==> config.mk <==
export PLATFORM = sky130hd
export DESIGN_NAME = ring_deque_store_unit
export DESIGN_NICKNAME = d
export VERILOG_FILES = /design/src/design/rdq_pkg.sv /design/src/design/rdq_front.sv /design/src/design/rdq_queue.sv /design/src/design/rdq_back.sv /design/src/design/ring_deque_store_unit.sv
export SDC_FILE = /design/constraint.sdc
export NUM_CORES = 1
export LEC_CHECK = 0
export ABC_AREA = 1
export BUFFER_PORTS_ARGS = -buffer_cell sky130_fd_sc_hd__buf_2
export CAP_MARGIN = 20
export CELL_PAD_IN_SITES_DETAIL_PLACEMENT = 0
export CELL_PAD_IN_SITES_GLOBAL_PLACEMENT = 2
export CORE_MARGIN = 3
export CORE_UTILIZATION = 40
export DETAILED_ROUTE_END_ITERATION = 12
export PLACE_DENSITY = 0.91
export SETUP_SLACK_MARGIN = 0.1
export SLEW_MARGIN = 40
export SYNTH_ARGS = -nofsm -noshare
export SYNTH_HDL_FRONTEND = slang
export SYNTH_SLANG_ARGS = --single-unit
export TNS_END_PERCENT = 10
==> constraint.sdc <==
create_clock -name clk -period 8.5 [get_ports clk]
set_clock_uncertainty 0.15 [all_clocks]
set_input_delay 1.275 -clock clk [delete_from_list [all_inputs] [get_ports clk]]
set_output_delay 1.275 -clock clk [all_outputs]
set_load 0.05 [all_outputs]
==> src/design/rdq_pkg.sv <==
// Shared types, constants and ring helper for the ring deque store.
package rdq_pkg;

    localparam int DEPTH      = 16;
    localparam int DATA_WIDTH = 32;
    localparam int PTR_W      = $clog2(DEPTH);
    localparam int CNT_W      = $clog2(DEPTH + 1);
    localparam int Q_DEPTH    = 2;
    localparam int QPTR_W     = 1;
    localparam int QCNT_W     = 2;

    typedef enum logic [2:0] {
        OP_PUSH_BACK  = 3'd0,
        OP_PUSH_FRONT = 3'd1,
        OP_POP_BACK   = 3'd2,
        OP_POP_FRONT  = 3'd3,
        OP_READ_IDX   = 3'd4,
        OP_WRITE_IDX  = 3'd5,
        OP_NOP        = 3'd6
    } op_t;

    typedef enum logic [1:0] {
        ST_OK        = 2'd0,
        ST_EMPTY     = 2'd1,
        ST_RANGE     = 2'd2,
        ST_OVERWRITE = 2'd3
    } status_t;

    typedef enum logic [1:0] {
        B_IDLE,
        B_FETCH,
        B_REPORT
    } bk_state_t;

    typedef struct packed {
        op_t                    op;
        logic [PTR_W-1:0]       position;
        logic [DATA_WIDTH-1:0]  data;
    } cmd_t;

    // Slot of an offset from the front; callers must keep head < n and off < n, which the function does not check.
    function automatic logic [PTR_W-1:0] slot_at(
        input logic [PTR_W-1:0] head,
        input logic [CNT_W-1:0] off,
        input logic [CNT_W-1:0] n
    );
        logic [CNT_W:0] sum;
        sum = (CNT_W+1)'(head) + (CNT_W+1)'(off);
        if (sum >= (CNT_W+1)'(n)) begin
            sum = sum - (CNT_W+1)'(n);
        end
        return sum[PTR_W-1:0];
    endfunction

endpackage

==> src/design/rdq_front.sv <==
// Front end: takes a command word, classifies its opcode and pushes it into the queue while the queue is not full.
module rdq_front
    import rdq_pkg::*;
(
    input  logic                   start,
    input  logic [2:0]             opcode,
    input  logic [PTR_W-1:0]       position,
    input  logic [DATA_WIDTH-1:0]  data_value,
    input  logic                   q_full,
    output logic                   busy,
    output logic                   q_push,
    output cmd_t                   q_cmd
);

    op_t op_kind;

    always_comb
    begin
        case (opcode)
            OP_PUSH_BACK:  op_kind = OP_PUSH_BACK;
            OP_PUSH_FRONT: op_kind = OP_PUSH_FRONT;
            OP_POP_BACK:   op_kind = OP_POP_BACK;
            OP_POP_FRONT:  op_kind = OP_POP_FRONT;
            OP_READ_IDX:   op_kind = OP_READ_IDX;
            OP_WRITE_IDX:  op_kind = OP_WRITE_IDX;
            default:       op_kind = OP_NOP;
        endcase
    end

    assign busy            = q_full;
    assign q_push          = start && !q_full;
    assign q_cmd.op        = op_kind;
    assign q_cmd.position  = position;
    assign q_cmd.data      = data_value;

endmodule

==> src/design/rdq_queue.sv <==
// Two-entry command queue between front end and back end.
module rdq_queue
    import rdq_pkg::*;
(
    input  logic  clk,
    input  logic  rst_n,
    input  logic  push,
    input  cmd_t  push_cmd,
    input  logic  pop,
    output cmd_t  head_cmd,
    output logic  full,
    output logic  empty
);

    cmd_t              slot_reg [Q_DEPTH];
    logic [QPTR_W-1:0] wr_ptr_reg;
    logic [QPTR_W-1:0] rd_ptr_reg;
    logic [QCNT_W-1:0] cnt_reg;
    logic [QPTR_W-1:0] wr_ptr_next;
    logic [QPTR_W-1:0] rd_ptr_next;
    logic [QCNT_W-1:0] cnt_next;

    assign full     = (cnt_reg == QCNT_W'(Q_DEPTH));
    assign empty    = (cnt_reg == '0);
    assign head_cmd = slot_reg[rd_ptr_reg];

    always_comb
    begin
        wr_ptr_next = push ? wr_ptr_reg + 1'b1 : wr_ptr_reg;
        rd_ptr_next = pop ? rd_ptr_reg + 1'b1 : rd_ptr_reg;
        cnt_next    = cnt_reg + QCNT_W'(push) - QCNT_W'(pop);
    end

    always_ff @(posedge clk or negedge rst_n)
    begin
        if (!rst_n)
        begin
            wr_ptr_reg <= '0;
            rd_ptr_reg <= '0;
            cnt_reg    <= '0;
        end
        else
        begin
            wr_ptr_reg <= wr_ptr_next;
            rd_ptr_reg <= rd_ptr_next;
            cnt_reg    <= cnt_next;
        end
    end

    always_ff @(posedge clk)
    begin
        if (push)
        begin
            slot_reg[wr_ptr_reg] <= push_cmd;
        end
    end

endmodule

==> src/design/rdq_back.sv <==
// Back end: ring pointers, entry memory and result reporting.
module rdq_back
    import rdq_pkg::*;
(
    input  logic                          clk,
    input  logic                          rst_n,
    input  logic                          cfg_wr_en,
    input  logic [CNT_W-1:0]              cfg_wr_data,
    input  logic                          q_empty,
    input  cmd_t                          q_cmd,
    output logic                          q_pop,
    output logic                          done,
    output logic signed [DATA_WIDTH-1:0]  read_value,
    output logic signed [DATA_WIDTH-1:0]  front_value,
    output logic signed [DATA_WIDTH-1:0]  back_value,
    output logic [CNT_W-1:0]              occupancy,
    output logic [1:0]                    status
);

    logic [DATA_WIDTH-1:0] mem [DEPTH];

    bk_state_t             state_reg, state_next;
    logic [CNT_W-1:0]      cap_reg;
    logic [PTR_W-1:0]      head_reg, head_next;
    logic [CNT_W-1:0]      count_reg, count_next;
    status_t               status_reg, status_next;
    logic                  rd_ok_reg, rd_ok_next;
    logic [DATA_WIDTH-1:0] read_value_reg, read_value_next;
    logic [DATA_WIDTH-1:0] rdata_a_reg, rdata_b_reg;

    logic [CNT_W-1:0]      n_cap;
    logic [CNT_W-1:0]      offset;
    logic [PTR_W-1:0]      off_slot;
    logic [CNT_W-1:0]      back_off;
    logic [PTR_W-1:0]      back_slot;
    logic                  we;
    logic [PTR_W-1:0]      waddr;
    logic [PTR_W-1:0]      raddr_a;
    logic [PTR_W-1:0]      raddr_b;

    // capacity 0 acts as 1, anything above the depth as the depth
    always_comb
    begin
        if (cap_reg == '0)
            n_cap = CNT_W'(1);
        else if (cap_reg > CNT_W'(DEPTH))
            n_cap = CNT_W'(DEPTH);
        else
            n_cap = cap_reg;
    end

    assign off_slot  = slot_at(head_reg, offset, n_cap);
    assign back_off  = (count_reg == '0) ? '0 : count_reg - 1'b1;
    assign back_slot = slot_at(head_reg, back_off, n_cap);

    always_comb
    begin
        state_next      = state_reg;
        head_next       = head_reg;
        count_next      = count_reg;
        status_next     = status_reg;
        rd_ok_next      = rd_ok_reg;
        read_value_next = read_value_reg;
        q_pop           = 1'b0;
        done            = 1'b0;
        we              = 1'b0;
        offset          = '0;
        waddr           = off_slot;
        raddr_a         = head_reg;
        raddr_b         = back_slot;
        case (state_reg)
            B_IDLE:
            begin
                if (!q_empty)
                begin
                    q_pop       = 1'b1;
                    status_next = ST_OK;
                    rd_ok_next  = 1'b0;
                    state_next  = B_FETCH;
                    case (q_cmd.op)
                        OP_PUSH_BACK:
                        begin
                            we = 1'b1;
                            if (count_reg < n_cap)
                            begin
                                offset     = count_reg;
                                count_next = count_reg + 1'b1;
                            end
                            else
                            begin
                                offset      = count_reg - 1'b1;
                                status_next = ST_OVERWRITE;
                            end
                        end
                        OP_PUSH_FRONT:
                        begin
                            we = 1'b1;
                            if (count_reg < n_cap)
                            begin
                                head_next  = (head_reg == '0) ? PTR_W'(n_cap - 1'b1)
                                                              : head_reg - 1'b1;
                                waddr      = head_next;
                                count_next = count_reg + 1'b1;
                            end
                            else
                            begin
                                waddr       = head_reg;
                                status_next = ST_OVERWRITE;
                            end
                        end
                        OP_POP_BACK:
                        begin
                            if (count_reg == '0)
                                status_next = ST_EMPTY;
                            else
                                count_next = count_reg - 1'b1;
                        end
                        OP_POP_FRONT:
                        begin
                            offset = CNT_W'(1);
                            if (count_reg == '0)
                            begin
                                status_next = ST_EMPTY;
                            end
                            else
                            begin
                                head_next  = off_slot;
                                count_next = count_reg - 1'b1;
                            end
                        end
                        OP_READ_IDX:
                        begin
                            offset  = CNT_W'(q_cmd.position);
                            raddr_a = off_slot;
                            if (CNT_W'(q_cmd.position) >= count_reg)
                                status_next = ST_RANGE;
                            else
                                rd_ok_next = 1'b1;
                        end
                        OP_WRITE_IDX:
                        begin
                            offset = CNT_W'(q_cmd.position);
                            if (CNT_W'(q_cmd.position) >= count_reg)
                                status_next = ST_RANGE;
                            else
                                we = 1'b1;
                        end
                        default:
                        begin
                        end
                    endcase
                end
            end
            B_FETCH:
            begin
                // port A now holds the indexed entry; reissue for front and back
                read_value_next = rd_ok_reg ? rdata_a_reg : '0;
                raddr_a         = head_reg;
                raddr_b         = back_slot;
                state_next      = B_REPORT;
            end
            B_REPORT:
            begin
                done       = 1'b1;
                state_next = B_IDLE;
            end
            default:
            begin
                state_next = B_IDLE;
            end
        endcase
    end

    always_ff @(posedge clk or negedge rst_n)
    begin
        if (!rst_n)
        begin
            state_reg  <= B_IDLE;
            cap_reg    <= CNT_W'(DEPTH);
            head_reg   <= '0;
            count_reg  <= '0;
            status_reg <= ST_OK;
            rd_ok_reg  <= 1'b0;
        end
        else
        begin
            state_reg  <= state_next;
            status_reg <= status_next;
            rd_ok_reg  <= rd_ok_next;
            if (cfg_wr_en)
            begin
                cap_reg   <= cfg_wr_data;
                head_reg  <= '0;
                count_reg <= '0;
            end
            else
            begin
                head_reg  <= head_next;
                count_reg <= count_next;
            end
        end
    end

    always_ff @(posedge clk)
    begin
        read_value_reg <= read_value_next;
    end

    always_ff @(posedge clk)
    begin
        if (we)
        begin
            mem[waddr] <= q_cmd.data;
        end
        rdata_a_reg <= mem[raddr_a];
        rdata_b_reg <= mem[raddr_b];
    end

    assign read_value  = read_value_reg;
    assign front_value = (count_reg == '0) ? '0 : rdata_a_reg;
    assign back_value  = (count_reg == '0) ? '0 : rdata_b_reg;
    assign occupancy   = count_reg;
    assign status      = status_reg;

`ifndef SYNTHESIS
    a_count_in_ring: assert property (@(posedge clk) disable iff (!rst_n)
        count_reg <= n_cap)
        else $error("element count exceeds ring size");

    a_head_in_ring: assert property (@(posedge clk) disable iff (!rst_n)
        head_reg < PTR_W'(n_cap - 1'b1) || head_reg == PTR_W'(n_cap - 1'b1))
        else $error("head pointer outside ring");

    a_done_after_fetch: assert property (@(posedge clk) disable iff (!rst_n)
        done |-> $past(state_reg == B_FETCH))
        else $error("result word without fetch cycle");

    a_pop_only_idle: assert property (@(posedge clk) disable iff (!rst_n)
        q_pop |=> state_reg == B_FETCH)
        else $error("command taken outside idle");
`endif

endmodule

==> src/design/ring_deque_store_unit.sv <==
// Ring deque store: takes one command word after another; each command word
// leaves the queue and runs in the back end through its execute and write,
// fetch front and back, and report states, as the two-port entry memory has
// registered reads. The back end takes a new command word only after it has
// reported the last one; the two-entry command queue keeps busy low until
// two commands wait. The result word appears on the done strobe for exactly
// one cycle and cannot be held off, so the receiver must take it then;
// results come in command order. Writing capacity empties the store.
module ring_deque_store_unit
    import rdq_pkg::*;
(
    input  logic                          clk,
    input  logic                          rst_n,
    input  logic                          start,
    output logic                          busy,
    input  logic [2:0]                    opcode,
    input  logic [PTR_W-1:0]              position,
    input  logic signed [DATA_WIDTH-1:0]  data_value,
    input  logic                          cfg_wr_en,
    input  logic [CNT_W-1:0]              cfg_wr_data,
    output logic                          done,
    output logic signed [DATA_WIDTH-1:0]  read_value,
    output logic signed [DATA_WIDTH-1:0]  front_value,
    output logic signed [DATA_WIDTH-1:0]  back_value,
    output logic [CNT_W-1:0]              occupancy,
    output logic [1:0]                    status
);

    logic q_push;
    logic q_pop;
    logic q_full;
    logic q_empty;
    cmd_t push_cmd;
    cmd_t head_cmd;

    rdq_front u_front (
        .start      (start),
        .opcode     (opcode),
        .position   (position),
        .data_value (data_value),
        .q_full     (q_full),
        .busy       (busy),
        .q_push     (q_push),
        .q_cmd      (push_cmd)
    );

    rdq_queue u_queue (
        .clk      (clk),
        .rst_n    (rst_n),
        .push     (q_push),
        .push_cmd (push_cmd),
        .pop      (q_pop),
        .head_cmd (head_cmd),
        .full     (q_full),
        .empty    (q_empty)
    );

    rdq_back u_back (
        .clk         (clk),
        .rst_n       (rst_n),
        .cfg_wr_en   (cfg_wr_en),
        .cfg_wr_data (cfg_wr_data),
        .q_empty     (q_empty),
        .q_cmd       (head_cmd),
        .q_pop       (q_pop),
        .done        (done),
        .read_value  (read_value),
        .front_value (front_value),
        .back_value  (back_value),
        .occupancy   (occupancy),
        .status      (status)
    );

endmodule

==> summary.md <==
| Metric | Value |
|---|---|
| Area of the die | `roughly 92,000 um2` |
| Busiest grt layer | `met2` |
| Clock root buffer master | `clkbuf_16` |
| Met1 track utilization from global routing | `a little over a third` |
| First-pass GRT wire length | `around 170,000 um` |
| Proportion of netlist area held by the largest area contributor | `roughly 53%` |
| Net count after synthesis | `a little under 4,000` |
| Worst slew pin tran | `between 0.8 and 0.9 ns` |
| Run status | `complete, no violations` |
| Highest clock rate | `~150 MHz` |
| Ratio of cells with drive above 1 in the final layout | `between 10% and 20%` |
| Setup Fix Bufs, Post-CTS | `0` |
| Number of top-level design ports | `153` |
| Most area-hungry cell type in the Yosys netlist | `edfxtp_1` |
| Detail-routed net length per standard cell | `approximately 22 um` |
| Count of final max-slew check failures | `0` |
| Number of clock sinks | `roughly 700` |
| Synth unique cells | `47` |
| Nature of the critical path startpoint | `flop` |
| Cells resized by post-CTS repair | `0` |
| Period Utilization, post-route | `about four fifths` |
| Clock insertion delay at the later pin of the skew report | `between 0.6 and 0.7 ns` |
| DRT Pass-1 Iters | `5` |
| RSZ-0062 raised after global routing | `false` |
| Number of antenna violations at the first check in global routing | `2` |
| Worst hold path type | `flop to flop` |
| Overall Global Routing Usage | `between 20% and 30%` |
| Iteration-0 DRC Markers | `2,623` |
| CTS Buffer Depth | `3` |
| Startpoint-to-endpoint class of the critical path | `flop to flop` |
| Reg2reg setup slack | `around 1.6 ns` |
| Total grt overflow | `0` |
| Fraction of registers with async set/reset | `3.24%` |
| Met2 capacity usage during global routing | `around two fifths` |
| Setup tns final | `0 ns` |
| Pin count of the biggest net entering global routing | `129` |
| Number of remaining DRC errors | `0` |
| Setup WS pre-CTS | `~1.7 ns` |
| Final setup viols | `0` |
| Cell type with the highest occurrence count on the critical path | `nand2_1` |
| Final nets | `~4,000` |
| Vias | `around 28,000` |
| GR Layer Usage met3 | `3.30%` |
| Proportion of synthesized chip area in sequential cells | `57.9%` |
| Total standard cell area after synthesis | `roughly 35,000 um2` |
| Number of maximum-capacitance constraint violations | `0` |
| Total Wirelength | `approximately 120,000 um` |
| H-tree depth | `3` |
| Required time of the critical path | `~8.6 ns` |
| Count of hold buffers inserted by post-cts repair | `0` |
| Data arrival time of the critical path | `6.97 ns` |
| Mean instance size in the synthesized netlist | `9.14 um2` |
| Standard cell with the maximum stage delay on the critical path | `buf_4` |
| Weighted congestion reported at the end of routability-driven placement | `0.820` |
| Vias/cell | `5.46` |
| CTS clk-pin slew, worst paths | `0.06 ns` |
| Most used standard cells in the synthesized netlist | `1,002 x nand2_1, 841 x nand3_1, 622 x edfxtp_1` |
| Top cells by area, synth | `edfxtp_1 53%, nand3_1 12%, nand2_1 11%, inv_1 6.3%, o211ai_1 5.4%` |
| Core area | `87,400 um2` |
| Port Buf Inserts | `152` |
| Ys flop type | `edfxtp_1` |
| Number of global-route vias before repair | `between 20,000 and 30,000` |
| Number of flip-flops in the largest register | `about 500` |
| Final worst setup slack | `1.64 ns` |
| Flops & latches, synth | `about 710` |
| Mapped Cells | `3,883` |
| Worst Path Max Fanout | `24` |
| Clock tree from TritonCTS | `built` |
| Die W | `304 um` |
| Number of enable-type register cells in the synthesized netlist | `between 600 and 700` |
| Worst-case headroom to the max-slew limit | `between 40% and 50%` |
| Number of placement rows | `approximately 110` |
| Post-route minimum period | `between 6 and 7 ns` |
| CTS Buf Count | `between 80 and 90` |
| Die span in y | `~300 um` |
| Area growth from synthesis to final layout | `13.5%` |
| Final HPWL from detailed placement | `between 60,000 and 70,000 um` |
| Count of yosys warnings during synthesis | `0` |
| Number of endpoints with negative hold slack in the final report | `0` |
| Slowest stage delay, CP | `about 0.62 ns` |
| Kind of end point of the critical path | `flop` |
| Most frequent cell after synthesis | `nand2_1` |
| Effective utilization at floorplan | `between 40% and 50%` |
| Post-detailed-route count of antenna-violating nets | `0` |
-- area by class of cell --
class                      instances  area, um2
timing repair buffer             213       1500
inverter                         605       2290
sequential                       709      20500
antenna                            2       5.00
tap                             1155       1450
clock inverter                    44        572
fill                            8272      47100
multi-input combinational       2313      11700
clock buffer                     110       2260
-- kinds of logic after synthesis --
kind of cell	synth area share, %
AND/OR/NAND/NOR	23.7
flip-flops	57.9
adder cells (fa/ha/maj)	1.32
multiplexers	0.0282
buffers and inverters	10.0
AO/OA/AOI/OAI	6.69
XOR/XNOR	0.444
-- critical path, delay by kind of cell, from the launching register on --
kind / cells / cell delay, ns
buf+inv: 5 / 1.21
fa+ha+maj: 4 / 1.40
compound gates: 6 / 1.19
simple gates: 12 / 2.17
flops: 1 / 0.35
-- cell usage in the layout (no fill, tap or decap), types with 5 or more instances in the layout --
cell type / n
inv_1: 592
clkbuf_16: 84
clkinv_2: 14
dfxtp_1: 64
o211ai_1: 256
nor2_4: 21
dfrtp_1: 20
o21ai_4: 7
inv_2: 7
buf_2: 152
clkinv_1: 8
nand2_1: 1000
bufinv_16: 12
xnor2_1: 5
edfxtp_1: 622
buf_12: 15
nand3_1: 841
a21oi_1: 18
nor2_1: 36
nand2_2: 6
buf_4: 36
ha_1: 31
o21ai_0: 26
clkbuf_8: 6
xor2_1: 13
clkbuf_1: 20
inv_6: 6
-- worst paths after layout --
path                                               start                              end  cells past startpoint
max                        u_back.cap_reg[1]$_DFFE_PN0P_      u_back.mem[1][24]$_DFFE_PP_                     27
min                         u_back.status[1]$_DFFE_PN0P_     u_back.status[1]$_DFFE_PN0P_                      1
max reg2reg                u_back.cap_reg[1]$_DFFE_PN0P_      u_back.mem[1][24]$_DFFE_PP_                     27
min reg2reg                 u_back.status[1]$_DFFE_PN0P_     u_back.status[1]$_DFFE_PN0P_                      1
max in group asynchronous                          rst_n     u_back.rd_ok_reg$_DFFE_PN0P_                      1
min in group asynchronous                          rst_n  u_back.state_reg[1]$_DFFE_PN0P_                      1
-- per-layer routing --
layer	vias up	part of all wire [%]
li1	13200	-
met1	13500	44
met2	1225	45
met3	206	7.9
met4	2	2.9
met5	-	0.017
-- stage by stage --
step	area, um2	std cells	utilization [%]	hold slack, ns
after floorplan	35500	3883	-	0.294
after global placement	37300	4988	42.6	0.305
after global routing	40300	5149	46.1	0.356
final	40300	5151	46.1	0.328
after CTS	40200	5147	46.0	0.327
after detailed placement	37400	4993	42.8	0.315
Power is left out: the tool's default activity adds up to more than one toggle a clock period on the data nets, which glitch-free logic cannot reach.
